--- src/srgs_pkg.sv ---
// Types, constants and helper functions of the row glitch shifter.
// Used by the draw unit, datapath, controller and top level; depends on nothing.
package srgs_pkg;

   localparam logic [63:0] FNV_BASIS = 64'hcbf29ce484222325;
   // The FNV prime is 2^40 + 0x1b3.
   localparam logic [63:0] FNV_PRIME_LOW = 64'h1b3;
   localparam int FNV_PRIME_SHIFT = 40;
   localparam logic [4:0] CHAN_SHIFT_LIMIT = 5'd16;
   localparam logic [6:0] BAND_ROWS_LIMIT = 7'd64;
   localparam int CSR_AW = 6;
   localparam int CSR_DW = 64;

   typedef enum logic [2:0] {
      REG_SEED      = 3'd0,
      REG_BAND_ROWS = 3'd1,
      REG_CHAN_MAX  = 3'd2,
      REG_INTENSITY = 3'd3,
      REG_WIDTH     = 3'd4
   } csr_reg_type;

   typedef enum logic [3:0] {
      ST_IDLE, ST_COL, ST_GCOL, ST_ADDR, ST_RDG, ST_RDR, ST_PUSH,
      ST_DRAW, ST_DWAIT, ST_FIN
   } ctrl_state_type;

   typedef enum logic [2:0] {
      DR_IDLE, DR_MUL2, DR_X1, DR_X2, DR_X3, DR_DIV, DR_DONE
   } draw_state_type;

   typedef enum logic [1:0] {RD_G, RD_R, RD_B} rd_sel_type;

   typedef struct packed {
      logic       capture;
      logic       col_en;
      logic       wr_en;
      logic       g_en;
      logic       rb_en;
      rd_sel_type rd_sel;
      logic       grab_ga;
      logic       grab_r;
      logic       push;
      logic       draw_start;
      logic       finish;
   } ctrl_cmd_type;

   typedef struct packed {
      logic is_drain;
      logic held;
      logic row_last;
      logic out_free;
      logic draw_done;
   } ctrl_status_type;

   function automatic logic [63:0] xorshift(input logic [63:0] s);
      logic [63:0] t;
      t = s ^ (s << 13);
      t = t ^ (t >> 7);
      t = t ^ (t << 17);
      return t;
   endfunction

   function automatic logic [63:0] fnv_mul(input logic [63:0] a);
      return (a * FNV_PRIME_LOW) + (a << FNV_PRIME_SHIFT);
   endfunction

endpackage

--- src/srgs_ctrl.sv ---
// Controller state machine that sequences one request through the datapath.
// Depends on srgs_pkg.
module srgs_ctrl import srgs_pkg::*; (
   input  logic            clock,
   input  logic            reset,
   input  logic            req_tvalid,
   output logic            req_tready,
   input  ctrl_status_type status,
   output ctrl_cmd_type    cmd
);
   ctrl_state_type state_ff, state_in;
   logic           go_draw;

   assign go_draw = status.row_last && !status.is_drain;

   always_ff @(posedge clock) begin
      if (reset) begin
         state_ff <= ST_IDLE;
      end else begin
         state_ff <= state_in;
      end
   end

   always_comb begin
      state_in   = state_ff;
      cmd        = '0;
      cmd.rd_sel = RD_G;
      req_tready = 1'b0;
      unique case (state_ff)
         ST_IDLE: begin
            req_tready = 1'b1;
            if (req_tvalid) begin
               cmd.capture = 1'b1;
               state_in    = ST_COL;
            end
         end
         ST_COL: begin
            cmd.col_en = 1'b1;
            state_in   = (status.is_drain && !status.held) ? ST_IDLE : ST_GCOL;
         end
         ST_GCOL: begin
            cmd.wr_en = !status.is_drain;
            cmd.g_en  = 1'b1;
            if (status.held) begin
               state_in = ST_ADDR;
            end else begin
               state_in = go_draw ? ST_DRAW : ST_FIN;
            end
         end
         ST_ADDR: begin
            cmd.rb_en  = 1'b1;
            cmd.rd_sel = RD_G;
            state_in   = ST_RDG;
         end
         ST_RDG: begin
            cmd.grab_ga = 1'b1;
            cmd.rd_sel  = RD_R;
            state_in    = ST_RDR;
         end
         ST_RDR: begin
            cmd.grab_r = 1'b1;
            cmd.rd_sel = RD_B;
            state_in   = ST_PUSH;
         end
         ST_PUSH: begin
            cmd.rd_sel = RD_B;
            if (status.out_free) begin
               cmd.push = 1'b1;
               state_in = go_draw ? ST_DRAW : ST_FIN;
            end
         end
         ST_DRAW: begin
            cmd.draw_start = 1'b1;
            state_in       = ST_DWAIT;
         end
         ST_DWAIT: if (status.draw_done) state_in = ST_FIN;
         ST_FIN: begin
            cmd.finish = 1'b1;
            state_in   = ST_IDLE;
         end
         default: state_in = ST_IDLE;
      endcase
   end
endmodule

--- config.mk ---
export PLATFORM = sky130hd
export DESIGN_NAME = srgs_ctrl
export DESIGN_NICKNAME = d
export VERILOG_FILES = /design/src/srgs_pkg.sv /design/src/srgs_ctrl.sv
export SDC_FILE = /design/constraint.sdc
export NUM_CORES = 1
export LEC_CHECK = 0
export BUFFER_PORTS_ARGS = -buffer_cell sky130_fd_sc_hd__buf_2
export CELL_PAD_IN_SITES_DETAIL_PLACEMENT = 0
export CELL_PAD_IN_SITES_GLOBAL_PLACEMENT = 1
export CORE_MARGIN = 2
export CORE_UTILIZATION = 25
export DETAILED_ROUTE_END_ITERATION = 10
export GPL_TIMING_DRIVEN = 0
export HOLD_SLACK_MARGIN = 0.06
export PLACE_DENSITY = 0.75
export SLEW_MARGIN = 20
export SYNTH_ARGS = -nofsm -noshare
export SYNTH_HDL_FRONTEND = slang
export SYNTH_SLANG_ARGS = --single-unit
--- constraint.sdc ---
create_clock -name clock -period 1.3 [get_ports clock]
set_clock_uncertainty 0.05 [all_clocks]
set_input_delay 0.26 -clock clock [delete_from_list [all_inputs] [get_ports clock]]
set_output_delay 0.26 -clock clock [all_outputs]
set_load 0.01 [all_outputs]
==> reports/results.ini, run 1 <==
[outcome]
run_status = complete, but fails checks
violations = negative setup slack

[floorplanning]
die_h_um = 44.5
core_sq_um = 1520
dieArea_sq_um = 1980
die_w_um = 44.5
start_util = 0.268
io_pins = 21
rows = 14

[synth]
ys_async_sr_fraction = 0
yosysSeqAreaShare = 0.196
synth_area_sq_um = 409
synth.top_cell.area_share = 0.196
synth_area_leaders = dfxtp_1 (20%), nand2b_1 (12%), nor3_1 (8.6%)
synth_nets = 66
ys.flop_type = dfxtp_1
postSynthAreaPerCell_sq_um = 7.05
synthCells = 58
yosysTopAreaCell = dfxtp_1
yosysUniqueCellTypes = 24
ys_ff_latch = 4
synth_edf_count = 0
synth_commonest_cells = nand2b_1 (8), nor2_1 (8), nor3_1 (7)
yosys_warnings = 0

[detailed_routing]
dr.pass1.iters = 4
vias = 574
drt-total-wl_mm = 1.51
wl_per_cell_um = 13.2
via_per_inst = 5.04
final_antenna_net_count = 0
drt_first_iter_violations = 7
drc = 0

[global_routing]
first_global_vias = 538
overflow = 0
track_usage = 0.168
grt_pass1_wl_mm = 2.39
antenna_found_initial = 0
grt_start_max_net_pins = 8

[flow_run]
drv_cap = 0

[critical_path]
rrSetupSlack_ns = -0.13
path_depth = 4
required_ns = 0.99
slowest_delay_ns = 0.31
end_kind = output pin
crit_family = buffers and inverters
rr_startpoint = state_ff[0]$_SDFFE_PP0P_
worstSetupEndpoint = cmd[9]
startpoint = state_ff[2]$_SDFFE_PP0P_
crit_buf_inv = 3
worstPathCellList = buf_6 > buf_12 > nor4_2 > buf_2
worstRegToRegCells = 5
r2r-end = state_ff[3]$_SDFFE_PP0P_
cp-start-kind = flip-flop
cp_max_fo = 5
cpMaxStageDelayCell = dfxtp_2
arrival_ns = 1.18
crit_type = reg -> out

[finish]
multi_input_area_sq_um = 394
largest_reg_flops = 4
fillers = 143
largestRegisters = state_ff: 4 flops
final_cells = 114
area_growth_pct = 113
layout-drive-gt1-share = 0.724
regMostFlops = state_ff
nets = 108
ff_latch_area_sq_um = 85.1
diodes = 0
final_util = 0.572

[sta]
drv_slew = 0
timing.final.crit_period_ns = 1.49
setup_slack_ns = -0.194
slew_headroom = 0.807
setup_viol = 17
fin_crit_sh = 1.15
finalHoldViolCount = 0
fin_tns_setup_ns = -2.10
rsz0062_at_grt = yes
worstMarginPinSlew_ns = 0.288
max_freq_mhz = 669

[pwr]
peakVddDrop_mv = 0.308
power_density_nw_per_um2 = 656
leakage_uw = 0.000404

[cts]
cts_root_buf = clkbuf_4
cts_inserted_buffers = 3
clk_pin_slew_ns = 0.03
hold_buffers = 0
cts_tree = done
clock-sinks = 4
clockBufferDepth = 2
clkLatencyLatePin_ns = 0.23
cts_max_level = 1

[min_path]
hold_path.class = in -> reg

[placed_design]
place_inst = 94
dpl.hpwl_um = 879
gp_congestion = 0.800
port_buffers = 20

## worst min-delay path by stage
stage | depth (start not counted) | start | endpoint
floorplan | 1 | reset | state_ff[3]$_SDFFE_PP0P_
global placement | 2 | reset | state_ff[3]$_SDFFE_PP0P_
detailed placement | 2 | reset | state_ff[3]$_SDFFE_PP0P_
CTS | 2 | reset | state_ff[3]$_SDFFE_PP0P_
global route | 2 | reset | state_ff[3]$_SDFFE_PP0P_
finish | 2 | reset | state_ff[3]$_SDFFE_PP0P_
## metal layers
layer	global-route usage	vias to the layer above	part of all wire
met3	0.0245	0	0.059
met4	0.0727	0	0
met5	0	-	0
li1	-	285	-
met1	0.215	266	0.40
met2	0.279	23	0.54
## final cells by class
| class | count | share of cell area |
|---|---|---|
| clock buffer | 3 | 0.0258 |
| tap | 16 | 0.0230 |
| multi-input combinational | 46 | 0.452 |
| sequential | 4 | 0.0976 |
| buffer | 5 | 0.0646 |
| timing repair buffer | 37 | 0.324 |
| inverter | 3 | 0.0129 |
## what timing repair did
item	in CTS	in global routing
setup buffers	15	2
setup endpoints to repair	17	17
gates resized for setup	33	10
pin swaps	7	6
endpoints found under the hold margin	0	0
## power by group
part	switching, uW	internal [uW]	total (uW)
Sequential	5.93	133	139
Combinational	134	148	282
Clock	48.6	103	152
## kinds of logic after synthesis
group,share of synthesized area
mux,0.0245
compound gates,0.266
buf+inv,0.110
simple gates,0.404
flops,0.196
## placed cells by master, fill, tap and decap left out, types with 2 or more instances in the layout
| cell | instances |
|---|---|
| a21oi_1 | 2 |
| buf_2 | 15 |
| buf_4 | 14 |
| buf_6 | 11 |
| clkbuf_4 | 3 |
| dfxtp_2 | 4 |
| inv_1 | 2 |
| nand2b_1 | 5 |
| nand2b_4 | 3 |
| nor2_1 | 2 |
| nor2_2 | 2 |
| nor2_4 | 4 |
| nor2b_1 | 2 |
| nor3_1 | 5 |
| o211ai_1 | 2 |
| o21a_1 | 2 |
## through the flow
stage	hold WS [ns]	area (sq um)	worst slack (ns)	power, uW
2_1_floorplan	0.289	430	0.00510	242
5_1_grt	0.177	872	-0.273	617
6_report	0.180	872	-0.194	572
4_1_cts	0.173	816	-0.202	542
3_5_place_dp	0.422	551	-0.135	293
3_3_place_gp	0.420	551	-0.155	292
Power figures use the tool's default switching activity.
==> inputs of run 2 (changes only) <==
--- a/config.mk
+++ b/config.mk
@@ -9,11 +9,12 @@
 export CELL_PAD_IN_SITES_DETAIL_PLACEMENT = 0
 export CELL_PAD_IN_SITES_GLOBAL_PLACEMENT = 1
 export CORE_MARGIN = 2
-export CORE_UTILIZATION = 25
+export CORE_UTILIZATION = 27
+export CTS_BUF_LIST = sky130_fd_sc_hd__clkbuf_2
 export DETAILED_ROUTE_END_ITERATION = 10
 export GPL_TIMING_DRIVEN = 0
 export HOLD_SLACK_MARGIN = 0.06
-export PLACE_DENSITY = 0.75
+export PLACE_DENSITY = 0.8
 export SLEW_MARGIN = 20
 export SYNTH_ARGS = -nofsm -noshare
 export SYNTH_HDL_FRONTEND = slang
==> run 2 against run 1 <==
The flow still finishes with violations (negative setup slack). Highest routed layer is now met4. Sequential share of layout area is 0.38 points higher. Largest power group unchanged. Cell count is 0.88% higher. Power shrank 7.4%. Cell area is 3.7% lower. Setup slack worse by 0.029 ns. Wire length grew 6.8%. Sequential power hardly changed.
==> reports/results.ini, run 2 (synthesis gave the netlist of run 1 again) <==
[global_routing]
track_usage = 0.185  ; was 0.168
overflow = 0  ; unchanged
first_global_vias = 523  ; was 538
antenna_found_initial = 0  ; unchanged
grt_start_max_net_pins = 8  ; unchanged
grt_pass1_wl_mm = 2.53  ; was 2.39 mm

[finish]
diodes = 0  ; unchanged
regMostFlops = state_ff  ; unchanged
fin_area_sq_um = 840  ; was 872 sq um
largest_reg_flops = 4  ; unchanged
nets = 109  ; was 108
final_cell_mix = buf_2 (18), buf_6 (12), buf_4 (12), nand2b_1 (5)  ; was buf_2 (15), buf_4 (14), buf_6 (11), nor3_1 (5), nand2b_1 (5)
area_growth_pct = 105  ; was 113%
largestRegisters = state_ff: 4 flops  ; unchanged
final_cells = 115  ; was 114
final_common_cell = buf_2  ; unchanged
layout-drive-gt1-share = 0.677  ; was 0.724

[flow_run]
drv_cap = 0  ; unchanged

[outcome]
violations = negative setup slack  ; unchanged
run_status = complete, but fails checks  ; unchanged

[cts]
clock-sinks = 4  ; unchanged
clockBufferDepth = 2  ; unchanged
hold_buffers = 0  ; unchanged
clkLatencyLatePin_ns = 0.24  ; was 0.23 ns
cts_root_buf = clkbuf_2  ; was clkbuf_4
cts_tree = done  ; unchanged
cts_max_level = 1  ; unchanged
clk_pin_slew_ns = 0.06  ; was 0.03 ns
cts_inserted_buffers = 3  ; unchanged

[critical_path]
arrival_ns = 1.21  ; was 1.18 ns
cpMaxStageDelayCell = dfxtp_2  ; unchanged
slowest_delay_ns = 0.33  ; was 0.31 ns
cp-start-kind = flip-flop  ; unchanged
crit_type = reg -> out  ; unchanged
worstPathCellList = buf_6 > buf_8 > nor4_4 > buf_2  ; was buf_6 > buf_12 > nor4_2 > buf_2
required_ns = 0.99  ; about the same
end_kind = output pin  ; unchanged
cp_max_fo = 7  ; was 5

[floorplanning]
io_pins = 21  ; unchanged
start_util = 0.281  ; was 0.268
die_h_um = 42.9  ; was 44.5 um
dieArea_sq_um = 1840  ; was 1980 sq um
die_w_um = 42.9  ; was 44.5 um
rows = 14  ; unchanged
core_sq_um = 1450  ; was 1520 sq um

[sta]
max_freq_mhz = 656  ; was 669 MHz
rsz0062_at_grt = yes  ; unchanged
slew_headroom = 0.805  ; was 0.807
finalHoldViolCount = 0  ; unchanged
setup_viol = 17  ; unchanged
fin_crit_sh = 1.17  ; was 1.15
worstMarginPinSlew_ns = 0.289  ; was 0.288 ns
setup_slack_ns = -0.223  ; was -0.194 ns
timing.final.crit_period_ns = 1.52  ; was 1.49 ns
drv_slew = 0  ; unchanged
fin_tns_setup_ns = -2.47  ; was -2.10 ns

[detailed_routing]
wl_per_cell_um = 14.0  ; was 13.2 um
via_per_inst = 5.11  ; was 5.04
vias = 588  ; was 574
dr.pass1.iters = 1  ; was 4
final_antenna_net_count = 0  ; unchanged
drc = 0  ; unchanged
drt_first_iter_violations = 0  ; was 7
drt-total-wl_mm = 1.61  ; was 1.51 mm

[min_path]
hold_path.class = in -> reg  ; unchanged

[placed_design]
gp_congestion = 0.820  ; was 0.800
dpl.hpwl_um = 895  ; was 879 um
dpl_cell_area_sq_um = 551  ; unchanged
place_inst = 94  ; unchanged
port_buffers = 20  ; unchanged

[pwr]
leakage_uw = 0.000397  ; was 0.000404 uW
peakVddDrop_mv = 0.541  ; was 0.308 mV
power.total_uw = 530  ; was 572 uW
power_density_nw_per_um2 = 631  ; was 656 nW/um^2

[run 2: changes by cell type in the layout (fill, tap and decap cells not counted), moves of 2 or more]
| cell | before | now |
|---|---|---|
| buf_4 | 14 | 12 |
| nor3_2 | 1 | 3 |
| nor2_4 | 4 | 1 |
| buf_2 | 15 | 18 |
| nor3_1 | 5 | 3 |
| clkbuf_4 | 3 | 0 |
| nor2_1 | 2 | 4 |
| clkbuf_2 | 0 | 3 |
[run 2: power breakdown]
part | total [uW] | switching (uW) | internal, uW
logic | 259 | 126 | 133
registers | 139 | 6.83 | 132
clock network | 131 | 69.1 | 62.3
[run 2: per-stage QoR]
stage                     worst slack (ns)  hold WS [ns]  utilization
after global placement              -0.110         0.430        0.379
final                               -0.223         0.209        0.577
after floorplan                    0.00510         0.289            -
after CTS                           -0.196         0.206        0.560
after detailed placement            -0.117         0.443        0.379
after global routing                -0.280         0.211        0.577
[run 2: final timing paths]
check	slack, ns	start	cells after the start	endpoint
max	-0.22	state_ff[2]$_SDFFE_PP0P_	4	cmd[9]
min	0.21	reset	2	state_ff[3]$_SDFFE_PP0P_
max reg2reg	-0.21	state_ff[1]$_SDFFE_PP0P_	6	state_ff[2]$_SDFFE_PP0P_
min reg2reg	0.64	state_ff[3]$_SDFFE_PP0P_	3	state_ff[2]$_SDFFE_PP0P_
[run 2: critical path: cells and delay by family (launching register included)]
kind,cells,cell delay (ns)
AND/OR/NAND/NOR,1,0.22
buffers and inverters,3,0.42
flip-flops,1,0.33
[run 2: final cells by class]
| type | instances | area, sq um |
|---|---|---|
| fillers | 129 | 614 |
| multi-input cells | 46 | 378 |
| repair buffers | 38 | 278 |
| flip-flops and latches | 4 | 85.1 |
| plain buffers | 5 | 52.6 |
| well taps | 16 | 20.0 |
| clock buffers | 3 | 15.0 |
| inverters | 3 | 11.3 |
[run 2: repair_timing]
action,in CTS,in global routing
setup buffers,17,1
gates cloned,0,0
setup endpoints to repair,17,17
hold endpoints to repair,0,0
pin swaps,8,2
gates resized for setup,34,4
[run 2: metal layers]
| metal | vias up | share of wire | track usage |
|---|---|---|---|
| met5 | - | 0 | 0 |
| met2 | 19 | 0.53 | 0.327 |
| met4 | 0 | 0.028 | 0.0938 |
| met3 | 4 | 0.039 | 0 |
| li1 | 291 | - | - |
| met1 | 274 | 0.40 | 0.227 |
